$ cat config.mk
export PLATFORM = sky130hd
export DESIGN_NAME = som_ctrl
export DESIGN_NICKNAME = d
export VERILOG_FILES = /design/src/som_pkg.sv /design/src/som_ctrl.sv
export SDC_FILE = /design/constraint.sdc
export NUM_CORES = 1
export LEC_CHECK = 0
export ABC_AREA = 1
export BUFFER_PORTS_ARGS = -buffer_cell sky130_fd_sc_hd__buf_2
export CORE_MARGIN = 2
export CORE_UTILIZATION = 53
export CTS_BUF_LIST = sky130_fd_sc_hd__clkbuf_4 sky130_fd_sc_hd__clkbuf_8
export CTS_CLUSTER_DIAMETER = 200
export DETAILED_ROUTE_END_ITERATION = 7
export PLACE_DENSITY_LB_ADDON = 0.05
export SLEW_MARGIN = 0
export SYNTH_ARGS = -nofsm -noshare
export SYNTH_HDL_FRONTEND = slang
export SYNTH_SLANG_ARGS = --single-unit
export TNS_END_PERCENT = 20
$ cat constraint.sdc
create_clock -name clk -period 1.9 [get_ports clk]
set_input_delay 0 -clock clk [delete_from_list [all_inputs] [get_ports clk]]
set_output_delay 0 -clock clk [all_outputs]
set_load 0.02 [all_outputs]
$ cat src/som_pkg.sv
// Shared types and constants for the self-organizing map block.
// No dependencies; imported by every module under src.
package som_pkg;

    localparam int DataBits = 16;
    localparam int MaxDim   = 16;
    localparam int MaxNodes = 256;
    localparam int DistBits = 37;
    localparam int NodeBits = 8;
    localparam int CompBits = 4;
    localparam int AddrBits = NodeBits + CompBits;

    localparam logic [1:0] OpWrite    = 2'd0;
    localparam logic [1:0] OpRead     = 2'd1;
    localparam logic [1:0] OpTrain    = 2'd2;
    localparam logic [1:0] OpClassify = 2'd3;

    localparam logic [2:0] RegWidth  = 3'd0;
    localparam logic [2:0] RegHeight = 3'd1;
    localparam logic [2:0] RegLength = 3'd2;
    localparam logic [2:0] RegRadius = 3'd3;
    localparam logic [2:0] RegRate   = 3'd4;
    localparam logic [2:0] RegMetric = 3'd5;

    localparam logic [DistBits-1:0] DistMax = {DistBits{1'b1}};

    // Commands from the controller to the datapath.
    typedef struct packed {
        logic mem_write_direct;   // host weight write
        logic mem_read_direct;    // host weight read
        logic sample_write;       // buffer the incoming sample element
        logic search_start;       // clear search state
        logic search_step;        // one element of the distance walk
        logic update_step;        // one element of the update walk
        logic update_writeback;   // write the updated element
    } som_cmd_t;

    // Status from the datapath to the controller.
    typedef struct packed {
        logic walk_done;          // last element of last node issued
        logic in_window;          // current node lies inside the update window
    } som_stat_t;

    function automatic logic [4:0] clamp_dim(input logic [4:0] v);
        logic [4:0] r;
        r = v;
        if (v == 5'd0) r = 5'd1;
        else if (v > 5'd16) r = 5'd16;
        return r;
    endfunction

endpackage

$ cat src/som_ctrl.sv
// Controller state machine for the self-organizing map block.
// Depends on som_pkg; drives the datapath through som_cmd_t.
module som_ctrl
    import som_pkg::*;
(
    input  logic        clk,
    input  logic        rst_n,
    input  logic        in_fire,
    input  logic [1:0]  op,
    input  logic        last,
    input  som_stat_t   stat,
    input  logic        out_free,
    output logic        in_ready,
    output logic        load_read,
    output logic        load_win,
    output som_cmd_t    cmd
);

    typedef enum logic [6:0] {
        ST_IDLE   = 7'b0000001,
        ST_READ   = 7'b0000010,
        ST_SEARCH = 7'b0000100,
        ST_DRAIN  = 7'b0001000,
        ST_UPD    = 7'b0010000,
        ST_UWB    = 7'b0100000,
        ST_OUT    = 7'b1000000
    } state_t;

    state_t state_reg, state_next;
    logic   train_reg, train_next;
    logic [1:0] drain_reg, drain_next;

    assign in_ready = (state_reg == ST_IDLE);

    always_comb
    begin
        state_next = state_reg;
        train_next = train_reg;
        drain_next = drain_reg;
        cmd        = '0;
        load_read  = 1'b0;
        load_win   = 1'b0;
        unique case (state_reg)
            ST_IDLE:
            begin
                if (in_fire)
                begin
                    unique case (op)
                        OpWrite: cmd.mem_write_direct = 1'b1;
                        OpRead:
                        begin
                            cmd.mem_read_direct = 1'b1;
                            state_next = ST_READ;
                        end
                        default:
                        begin
                            cmd.sample_write = 1'b1;
                            if (last)
                            begin
                                cmd.search_start = 1'b1;
                                train_next = (op == OpTrain);
                                state_next = ST_SEARCH;
                            end
                        end
                    endcase
                end
            end
            ST_READ:
            begin
                if (out_free)
                begin
                    load_read  = 1'b1;
                    state_next = ST_IDLE;
                end
            end
            ST_SEARCH:
            begin
                cmd.search_step = 1'b1;
                if (stat.walk_done)
                begin
                    drain_next = 2'd0;
                    state_next = ST_DRAIN;
                end
            end
            ST_DRAIN:
            begin
                // Pipeline of read, difference and square or absolute term must empty.
                drain_next = drain_reg + 2'd1;
                if (drain_reg == 2'd3)
                begin
                    cmd.search_start = train_reg;
                    state_next = train_reg ? ST_UPD : ST_OUT;
                end
            end
            ST_UPD:
            begin
                cmd.update_step = 1'b1;
                state_next = ST_UWB;
            end
            ST_UWB:
            begin
                cmd.update_writeback = 1'b1;
                state_next = stat.walk_done ? ST_OUT : ST_UPD;
            end
            ST_OUT:
            begin
                if (out_free)
                begin
                    load_win   = 1'b1;
                    state_next = ST_IDLE;
                end
            end
            default: state_next = ST_IDLE;
        endcase
    end

    always_ff @(posedge clk or negedge rst_n)
    begin
        if (!rst_n)
        begin
            state_reg <= ST_IDLE;
            train_reg <= 1'b0;
            drain_reg <= 2'd0;
        end
        else
        begin
            state_reg <= state_next;
            train_reg <= train_next;
            drain_reg <= drain_next;
        end
    end

endmodule

==> results.sh, run 1 <==
export IMPL_cp_max_fo=6
export IMPL_setup_tns_ns=0
export IMPL_nFillCells=111
export IMPL_status="finished with violations"
export IMPL_combPwrFrac=0.468
export IMPL_synth_area_um2=709
export IMPL_ys_warn_count=0
export IMPL_place_ws_ns=0.461
export IMPL_report_final_slew_viol_count=0
export IMPL_crit_type="flop to output pin"
export IMPL_cpMostUsedCell="nand2_1"
export IMPL_hold_slack_ns=-0.00703
export IMPL_setup_viol=0
export IMPL_h_tree_depth=1
export IMPL_wl_per_cell_um=10.5
export IMPL_maxCapViolations=0
export IMPL_wl_um=1540
export IMPL_violations="negative hold slack"
export IMPL_synth_seq_cells=10
export IMPL_setup_ws_ns=0.220
export IMPL_ir_worst_vdd_mv=0.719
export IMPL_final_antenna_net_count=0
export IMPL_finalClockSkew_ns=0.00593
export IMPL_post_synth_cell_area_avg_um2=6.57
export IMPL_io_buffers=17
export IMPL_dr_wl_met3_um=43
export IMPL_clk_path_buf_depth=2
export IMPL_p_leak_nw=0.544
export IMPL_drive_above_1_share=0.260
export IMPL_path_clk_slew_ns=0.07
export IMPL_grt_max_degree=11
export IMPL_fin_crit_sh=0.884
export IMPL_fmax_mhz=595
export IMPL_die_y_um=40.6
export IMPL_dieArea_um2=1650
export IMPL_clk_latency_ns=0.28
export IMPL_chipWidth_um=40.6
export IMPL_clkSinkCount=10
export IMPL_syn_nets=118
export IMPL_pwr_share_seq=0.325
export IMPL_dp_hpwl_um=1190
export IMPL_cts_tree="built"
export IMPL_relSlewSlack=0.851
export IMPL_p_int_w=0.000551
export IMPL_ios=19
export IMPL_switching_share=0.442
export IMPL_n_antenna_cell=0
export IMPL_path_buf_inv=2
export IMPL_ys_types=21
export IMPL_dr_max_layer_used="met4"
export IMPL_period_minus_slack_ns=1.68
export IMPL_coreArea_um2=1270
export IMPL_nets=142
export IMPL_drtIter0Drc=7
export IMPL_route_detailed_drc=0
export IMPL_gp_congestion=0.887
export IMPL_clkPwrFrac=0.206
export IMPL_critPathSlowestCell="dfrtp_1"
export IMPL_post_cts_setup_buffers=0
export IMPL_drt_pass1_iter_count=4
export IMPL_cp_end_kind="output pin"
export IMPL_hp_class="input pin to flop"
export IMPL_grt_ovfl_total=0
export IMPL_globalRouteTotalUtil=0.236
export IMPL_largest_reg_flops=7
export IMPL_antenna_found_initial=0
export IMPL_worstPathRequired_ns=1.90
export IMPL_hold_violations=1
export IMPL_crit_family="simple AND/OR/NAND/NOR gates"
export IMPL_cts_buffers=3
export IMPL_p_sw_w=0.000437
export IMPL_vias=710
export IMPL_slowest_delay_ns=0.41
export IMPL_tightest_slew_ns=0.222
export IMPL_grt_pass1_vias=626
export IMPL_critPathLaunchType="flop"
export IMPL_grt_first_pass_wirelength_um=2490
export IMPL_power_density_nw_per_um2=1130
export IMPL_initial_core_util=0.559
export IMPL_cts_root_buffer="clkbuf_4"
export IMPL_synth_seq_area_share=0.354
export IMPL_crit_chain="inv_2 > nand2_1 > nor2_1 > nand2_1 > o31ai_1 > buf_2"
export IMPL_vias_per_cell=4.86
export IMPL_syn_to_final_growth_pct=22.9
export IMPL_syn_inst=108
export IMPL_std_cell_rows=13
export IMPL_worst_endpoint_arrival_ns=1.68
export IMPL_met1Wirelength_um=691
export IMPL_wl_met2_um=770
export IMPL_rsz0062_at_grt="false"
logic make-up after synthesis:
group / after synthesis / synth area share
compound gates: 7 / 0.0617
fa+ha+maj: 1 / 0.0176
buf+inv: 25 / 0.138
flops: 10 / 0.355
simple gates: 65 / 0.429
placed cells by master, fill, tap and decap left out:
cell and instances:
inv_2 3, buf_2 17, clkbuf_4 3, nor2_2 2
dfrtp_1 9, or2b_1 1, nor2_4 1, nor3_1 3
o31ai_1 1, o22ai_1 2, ha_1 1, a21oi_2 1
nor2_1 12, nand3_1 10, clkbuf_8 1, dfstp_2 1
nor3_4 1, dlygate4sd3_1 3, o21ai_1 1, nand2_4 1
o21ai_0 2, inv_1 21, nand2_1 31, nand2_2 3
synthesized netlist by cell type:
cell type / instances / area (um2)
inv_2: 3 / 11.3
nor3_4: 1 / 16.3
o21ai_1: 1 / 5.00
ha_1: 1 / 12.5
inv_1: 21 / 78.8
nand2_2: 3 / 18.8
nor2_2: 2 / 12.5
dfrtp_1: 9 / 225
o21ai_0: 2 / 10.0
nand3_1: 10 / 50.1
nor2_1: 12 / 45.0
a21oi_2: 1 / 8.76
nor2_4: 1 / 11.3
o31ai_1: 1 / 7.51
nor3_1: 3 / 15.0
or2b_1: 1 / 7.51
buf_4: 1 / 7.51
nand2_4: 1 / 11.3
nand2_1: 31 / 116
o22ai_1: 2 / 12.5
dfstp_2: 1 / 26.3
path summary, 6_finish.rpt:
path	start	endpoint	cells after the start	slack (ns)
max in group asynchronous	rst_n	state_reg[0]$_DFFE_PN1P_	2	1.54
setup / recovery	state_reg[1]$_DFFE_PN0P_	cmd[3]	6	0.22
hold / removal	op[0]	train_reg$_DFFE_PN0P_	4	-0.007
min in group asynchronous	rst_n	train_reg$_DFFE_PN0P_	2	0.11
setup reg to reg	state_reg[0]$_DFFE_PN1P_	state_reg[6]$_DFFE_PN0P_	9	0.44
hold reg to reg	drain_reg[1]$_DFFE_PN0P_	drain_reg[1]$_DFFE_PN0P_	2	0.48
final cells by class:
type	instances	area, um2	area share
multi-input cells	73	360	0.413
well taps	15	18.8	0.0215
flip-flops and latches	10	251	0.288
inverters	24	90.1	0.103
repair buffers	20	115	0.132
clock buffers	4	36.3	0.0416
power groups by stage:
stage / clock network [W] / logic (W) / registers [W]
floorplan: 0 / 0.000354 / 0.000313
global placement: 0 / 0.000441 / 0.000321
detailed placement: 0 / 0.000449 / 0.000326
CTS: 0.000197 / 0.000463 / 0.000322
global route: 0.000211 / 0.000524 / 0.000325
finish: 0.000204 / 0.000463 / 0.000321
metrics by stage:
step	area [um2]	utilization	cells	hold slack, ns	power (W)
6_report	872	0.687	146	-0.00703	0.000988
5_1_grt	872	0.687	146	0.0281	0.00106
4_1_cts	872	0.687	146	0.0137	0.000981
3_5_place_dp	806	0.635	139	-0.127	0.000775
3_3_place_gp	806	0.635	139	-0.131	0.000762
2_1_floorplan	709	-	108	-0.296	0.000667
metal layers:
layer / up-vias / GRT usage
li1: 377 / -
met5: - / 0
met1: 316 / 0.285
met2: 12 / 0.397
met3: 5 / 0.0333
met4: 0 / 0.133
worst min-delay path, delay by kind of cell:
kind	cells	cell delay, ns
buf+inv	2	0.12
simple gates	1	0.05
compound gates	1	0.07
timing repair:
item,in CTS,in global routing
endpoints found under the setup margin,0,0
endpoints found under the hold margin,12,0
hold buffers,3,0
resized for setup,0,0
Power figures use the tool's default switching activity.
==> run 2: changes to the inputs <==
--- a/config.mk
+++ b/config.mk
@@ -5,14 +5,13 @@
 export SDC_FILE = /design/constraint.sdc
 export NUM_CORES = 1
 export LEC_CHECK = 0
-export ABC_AREA = 1
 export BUFFER_PORTS_ARGS = -buffer_cell sky130_fd_sc_hd__buf_2
 export CORE_MARGIN = 2
 export CORE_UTILIZATION = 53
 export CTS_BUF_LIST = sky130_fd_sc_hd__clkbuf_4 sky130_fd_sc_hd__clkbuf_8
 export CTS_CLUSTER_DIAMETER = 200
 export DETAILED_ROUTE_END_ITERATION = 7
-export PLACE_DENSITY_LB_ADDON = 0.05
+export PLACE_DENSITY = 0.8
 export SLEW_MARGIN = 0
 export SYNTH_ARGS = -nofsm -noshare
 export SYNTH_HDL_FRONTEND = slang
==> run 2 against run 1 <==
  * The flow now finishes without violations
  * Count of clock-buffer cells in the layout unchanged
  * Hold slack improved by 0.068 ns
  * Non-clock buffer count grew 5
  * Critical path depth is 1 lower
  * Clock skew fell by 0.0036 ns
  * Setup slack got worse by 0.14 ns
  * Critical endpoint unchanged
  * Largest cell class unchanged
  * Largest power group unchanged
  * Highest routed layer unchanged
==> results.sh, run 2 <==
export IMPL_h_tree_depth=1
export IMPL_wl_um=1660
export IMPL_post_synth_cell_area_avg_um2=9.27
export IMPL_cp_max_fo=6
export IMPL_ios=19
export IMPL_yosys_most_used_dff="dfrtp_1"
export IMPL_gp_congestion=0.831
export IMPL_n_antenna_cell=0
export IMPL_fmax_mhz=548
export IMPL_report_final_slew_viol_count=0
export IMPL_fin_crit_sh=0.960
export IMPL_worst_endpoint_arrival_ns=1.82
export IMPL_finalClockSkew_ns=0.00235
export IMPL_antenna_found_initial=0
export IMPL_tightest_slew_ns=0.421
export IMPL_syn_to_final_growth_pct=29.7
export IMPL_drt_pass1_iter_count=4
export IMPL_hold_violations=0
export IMPL_std_cell_rows=13
export IMPL_vias=709
export IMPL_utilization=0.720
export IMPL_dieArea_um2=1640
export IMPL_coreArea_um2=1270
export IMPL_cts_tree="built"
export IMPL_grt_first_pass_wirelength_um=2500
export IMPL_yosys_top_cells_count="dfrtp_1 (9), nor2_1 (6), and3_1 (5), nand2_1 (5)"
export IMPL_synth_area_um2=704
export IMPL_largest_reg_flops=7
export IMPL_cp_end_kind="output pin"
export IMPL_dp_hpwl_um=1250
export IMPL_syn_nets=86
export IMPL_status="finished clean"
export IMPL_yosysMostFrequentCell="dfrtp_1"
export IMPL_yosysTopAreaCellShare=0.320
export IMPL_p_leak_nw=0.456
export IMPL_globalRouteTotalUtil=0.237
export IMPL_cts_buffers=3
export IMPL_drive_above_1_share=0.379
export IMPL_die_y_um=40.5
export IMPL_wl_per_cell_um=14.0
export IMPL_synthTopCellsByArea="dfrtp_1 (32%), and3_1 (4.4%), nor3_2 (4.3%), dfstp_2 (3.7%), nor2b_1 (3.6%)"
export IMPL_synth_seq_cells=10
export IMPL_syn_inst=76
export IMPL_power_density_nw_per_um2=988
export IMPL_cts_root_buffer="clkbuf_4"
export IMPL_grt_ovfl_total=0
export IMPL_grt_pass1_vias=564
export IMPL_chipWidth_um=40.5
export IMPL_grt_max_degree=11
export IMPL_ir_worst_vdd_mv=0.699
export IMPL_relSlewSlack=0.716
export IMPL_worstPathRequired_ns=1.90
export IMPL_final_antenna_net_count=0
export IMPL_critPathLaunchType="flop"
export IMPL_ys_types=37
export IMPL_initial_core_util=0.555
export IMPL_clkSinkCount=10
export IMPL_setup_tns_ns=0
export IMPL_nets=114
export IMPL_final_cell_mix="buf_2 (17), dfrtp_1 (8), nor2_1 (6)"
export IMPL_maxCapViolations=0
export IMPL_drtIter0Drc=20
export IMPL_path_clk_slew_ns=0.07
export IMPL_setup_viol=0
export IMPL_layout_commonest_cell="buf_2"
export IMPL_vias_per_cell=6.01
export IMPL_synth_largest_area_cell="dfrtp_1"
export IMPL_hp_class="input pin to flop"
export IMPL_synthArstFlopShare=1.00
export IMPL_ys_warn_count=0
export IMPL_crit_type="flop to output pin"
export IMPL_clk_latency_ns=0.26
export IMPL_route_detailed_drc=0
export IMPL_period_minus_slack_ns=1.82
export IMPL_hold_slack_ns=0.0610
export IMPL_synth_edf_count=0
export IMPL_synth_seq_area_share=0.357
export IMPL_io_buffers=17
export IMPL_clk_path_buf_depth=2
==> run 2: cell types whose count changed after synthesis, sizes merged, moves of 2 or more <==
cell / previous run / this run
nor3b: 0 / 4
nand2: 35 / 5
nor2: 15 / 7
and3: 0 / 5
a211oi: 0 / 2
inv: 24 / 4
mux2: 0 / 2
nand4: 0 / 3
nor2b: 0 / 4
nand3: 10 / 4
==> run 2: path summary, 6_finish.rpt <==
path / endpoint / slack, ns / startpoint / depth (start not counted)
worst max-delay path: cmd[3] / 0.08 / state_reg[4]$_DFFE_PN0P_ / 5
worst min-delay path: state_reg[0]$_DFFE_PN1P_ / 0.06 / in_fire / 4
worst max register to register: state_reg[6]$_DFFE_PN0P_ / 0.18 / state_reg[4]$_DFFE_PN0P_ / 4
worst min register to register: drain_reg[0]$_DFFE_PN0P_ / 0.52 / drain_reg[0]$_DFFE_PN0P_ / 1
max in group asynchronous: state_reg[0]$_DFFE_PN1P_ / 1.53 / rst_n / 2
min in group asynchronous: state_reg[4]$_DFFE_PN0P_ / 0.12 / rst_n / 2
==> run 2: area by class of cell <==
type,count,area [um2]
multi-input combinational,60,438
fill,95,355
sequential,10,253
timing repair buffer,25,153
clock buffer,4,36.3
tap,15,18.8
inverter,4,15.0
==> run 2: what timing repair did <==
action                                  in CTS  in global routing
endpoints found under the setup margin       1                  2
buffers inserted                             0                  3
pin swaps                                    0                  3
hold buffers                                 3                  0
gates resized for setup                      1                  2
hold endpoints to repair                    12                  0
==> run 2: cells by family after synthesis <==
logic type      share of synthesized area
simple gates                        0.352
compound gates                      0.171
flops                               0.357
buf+inv                            0.0391
mux                                0.0515
xor+xnor                           0.0124
fa+ha+maj                          0.0178
==> run 2: metal layers <==
metal | part of all wire | GRT usage
met5 | 0 | 0
met4 | 0.022 | 0.125
met3 | 0.048 | 0.0333
met2 | 0.48 | 0.361
met1 | 0.45 | 0.319
==> run 2: stage by stage <==
stage          cells  power, W  setup slack [ns]  instance area, um2
2_1_floorplan     76  0.000573             0.154                 704
3_3_place_gp     108  0.000656             0.193                 811
3_5_place_dp     108  0.000666             0.173                 811
4_1_cts          115  0.000869           0.00966                 883
5_1_grt          118  0.000964          -0.00466                 913
6_report         118  0.000902            0.0765                 913
==> run 2: worst max-delay path, cell delays in order, from the launching register on <==
cell and delay (ns):
dfrtp_1 0.42, or4_4 0.59, nor3_4 0.20, nand3_1 0.11, nand2_1 0.08, buf_2 0.16
==> run 2: report_power, final <==
part / leakage [nW] / internal, W / total, W / switching (W)
sequential: 0.131 / 0.000256 / 0.000303 / 0.0000469
combinational: 0.304 / 0.000173 / 0.000409 / 0.000236
clock: 0.0210 / 0.000116 / 0.000191 / 0.0000741
total: 0.456 / 0.000545 / 0.000902 / 0.000357
==> run 3: changes to the inputs <==
--- a/config.mk
+++ b/config.mk
@@ -5,11 +5,12 @@
 export SDC_FILE = /design/constraint.sdc
 export NUM_CORES = 1
 export LEC_CHECK = 0
+export ABC_AREA = 1
 export BUFFER_PORTS_ARGS = -buffer_cell sky130_fd_sc_hd__buf_2
 export CORE_MARGIN = 2
 export CORE_UTILIZATION = 53
 export CTS_BUF_LIST = sky130_fd_sc_hd__clkbuf_4 sky130_fd_sc_hd__clkbuf_8
-export CTS_CLUSTER_DIAMETER = 200
+export CTS_CLUSTER_DIAMETER = 80
 export DETAILED_ROUTE_END_ITERATION = 7
 export PLACE_DENSITY = 0.8
 export SLEW_MARGIN = 0
==> run 3 against run 2 <==
  * The run now ends with negative hold slack left
  * Routed wire length shrank 1.6%
  * Register-to-register slack gained 0.24 ns
  * Fmax grew 8.9%
  * Cell count grew 24%
  * Final area shrank 4.5%
  * Clock power is essentially flat
  * Count of clock-buffer cells in the layout is the same
  * Sequential share of layout area grew 1.2 points
  * Critical path type unchanged
==> results.sh, run 3 (synthesized netlist as in run 1, its figures left out) <==
export IMPL_slowest_delay_ns=0.41
export IMPL_initial_core_util=0.559
export IMPL_h_tree_depth=1
export IMPL_cts_root_buffer="clkbuf_4"
export IMPL_cpMostUsedCell="nand2_1"
export IMPL_p_sw_w=0.000418
export IMPL_drt_pass1_iter_count=4
export IMPL_antenna_found_initial=0
export IMPL_setup_tns_ns=0
export IMPL_dp_cells=139
export IMPL_reg2regPathDepth=9
export IMPL_vias=748
export IMPL_p_int_w=0.000550
export IMPL_gp_congestion=0.829
export IMPL_r2r_start="state_reg[0]$_DFFE_PN1P_"
export IMPL_path_clk_slew_ns=0.07
export IMPL_p_leak_nw=0.544
export IMPL_wl_um=1630
export IMPL_combPwrFrac=0.470
export IMPL_globalRouteTotalUtil=0.261
export IMPL_hold_violations=1
export IMPL_power_density_nw_per_um2=1110
export IMPL_wl_per_cell_um=11.2
export IMPL_finalClockSkew_ns=0.0101
export IMPL_rsz0062_at_grt="false"
export IMPL_grt_first_pass_wirelength_um=2710
export IMPL_maxCapViolations=0
export IMPL_drtIter0Drc=18
export IMPL_hold_slack_ns=-0.00113
export IMPL_largest_reg_flops=7
export IMPL_layout_commonest_cell="nand2_1"
export IMPL_violations="negative hold slack"
export IMPL_rr_endpoint="state_reg[6]$_DFFE_PN0P_"
export IMPL_crit_chain="inv_2 > nand2_1 > nor2_1 > nand2_1 > o31ai_1 > buf_2"
export IMPL_cts_tree="built"
export IMPL_tightest_slew_ns=0.227
export IMPL_std_cell_rows=13
export IMPL_die_y_um=40.6
export IMPL_grt_pass1_vias=646
export IMPL_ios=19
export IMPL_chipWidth_um=40.6
export IMPL_route_detailed_drc=0
export IMPL_post_cts_setup_buffers=0
export IMPL_postCtsHoldBufs=3
export IMPL_report_final_slew_viol_count=0
export IMPL_drive_above_1_share=0.260
export IMPL_fmax_mhz=597
export IMPL_final_antenna_net_count=0
export IMPL_grt_max_degree=11
export IMPL_clkSinkCount=10
export IMPL_worstPathRequired_ns=1.90
export IMPL_cts_buffers=3
export IMPL_clkPwrFrac=0.199
export IMPL_rrSetupSlack_ns=0.42
export IMPL_cp_max_fo=6
export IMPL_relSlewSlack=0.847
export IMPL_critPathLaunchType="flop"
export IMPL_cts_resized=0
export IMPL_hold_depth=4
export IMPL_vias_per_cell=5.12
export IMPL_ir_worst_vdd_mv=0.653
export IMPL_status="finished with violations"
export IMPL_worst_endpoint_arrival_ns=1.68
export IMPL_setup_viol=0
export IMPL_nFillCells=119
export IMPL_dp_hpwl_um=1130
export IMPL_final_cell_mix="nand2_1 (31), inv_1 (21), buf_2 (17)"
export IMPL_period_minus_slack_ns=1.68
export IMPL_n_antenna_cell=0
export IMPL_holdPathEnd="train_reg$_DFFE_PN0P_"
export IMPL_cp_end_kind="output pin"
export IMPL_crit_type="flop to output pin"
export IMPL_nets=142
export IMPL_io_buffers=17
export IMPL_fin_cells=146
export IMPL_grt_ovfl_total=0
export IMPL_clk_latency_ns=0.27
export IMPL_min_from="op[0]"
export IMPL_fin_crit_sh=0.882
export IMPL_syn_to_final_growth_pct=22.9
export IMPL_hp_class="input pin to flop"
export IMPL_critPathSlowestCell="dfrtp_1"
export IMPL_switching_share=0.432
export IMPL_coreArea_um2=1270
export IMPL_dieArea_um2=1650
export IMPL_pwr_share_seq=0.330
export IMPL_clk_path_buf_depth=2
## run 3: worst max-delay path, delay by kind of cell, from the launching register on
kind	cells	cell delay, ns
simple gates	3	0.48
flops	1	0.41
buf+inv	2	0.28
compound gates	1	0.24
## run 3: final cells by class
cell class	instances	area (um2)	area share
multi-input cells	73	360	0.413
inverters	24	90.1	0.103
repair buffers	20	115	0.132
flip-flops and latches	10	251	0.288
well taps	15	18.8	0.0215
clock buffers	4	36.3	0.0416
## run 3: power groups by stage
stage,Sequential [W],Combinational [W],Clock (W)
floorplan,0.000313,0.000354,0
global placement,0.000320,0.000437,0
detailed placement,0.000323,0.000447,0
CTS,0.000319,0.000454,0.000194
global route,0.000325,0.000519,0.000206
finish,0.000320,0.000455,0.000193
## run 3: worst max path at each step
stage / from / to / slack, ns / cells after the start
after floorplan: state_reg[0]$_DFFE_PN1P_ / state_reg[1]$_DFFE_PN0P_ / 0.34 / 6
after global placement: state_reg[0]$_DFFE_PN1P_ / state_reg[6]$_DFFE_PN0P_ / 0.50 / 9
after detailed placement: state_reg[0]$_DFFE_PN1P_ / state_reg[6]$_DFFE_PN0P_ / 0.47 / 9
after CTS: state_reg[0]$_DFFE_PN1P_ / cmd[3] / 0.24 / 7
after global routing: state_reg[1]$_DFFE_PN0P_ / cmd[3] / 0.09 / 6
final: state_reg[1]$_DFFE_PN0P_ / cmd[3] / 0.22 / 6
## run 3: metrics by stage
stage          instance area, um2  hold slack, ns  utilization  setup slack (ns)  power, W
5_1_grt                       872          0.0481        0.687            0.0923   0.00105
4_1_cts                       872         0.00306        0.687             0.242  0.000967
3_5_place_dp                  806          -0.127        0.635             0.467  0.000769
6_report                      872        -0.00113        0.687             0.225  0.000968
2_1_floorplan                 709          -0.296            -             0.337  0.000667
3_3_place_gp                  806          -0.128        0.635             0.503  0.000757
## run 3: metal layers
| metal | share of wire | vias to the layer above | global-route usage |
|---|---|---|---|
| li1 | - | 373 | - |
| met1 | 0.39 | 332 | 0.291 |
| met2 | 0.52 | 35 | 0.456 |
| met3 | 0.058 | 8 | 0.0500 |
| met4 | 0.036 | 0 | 0.150 |
| met5 | 0 | - | 0 |
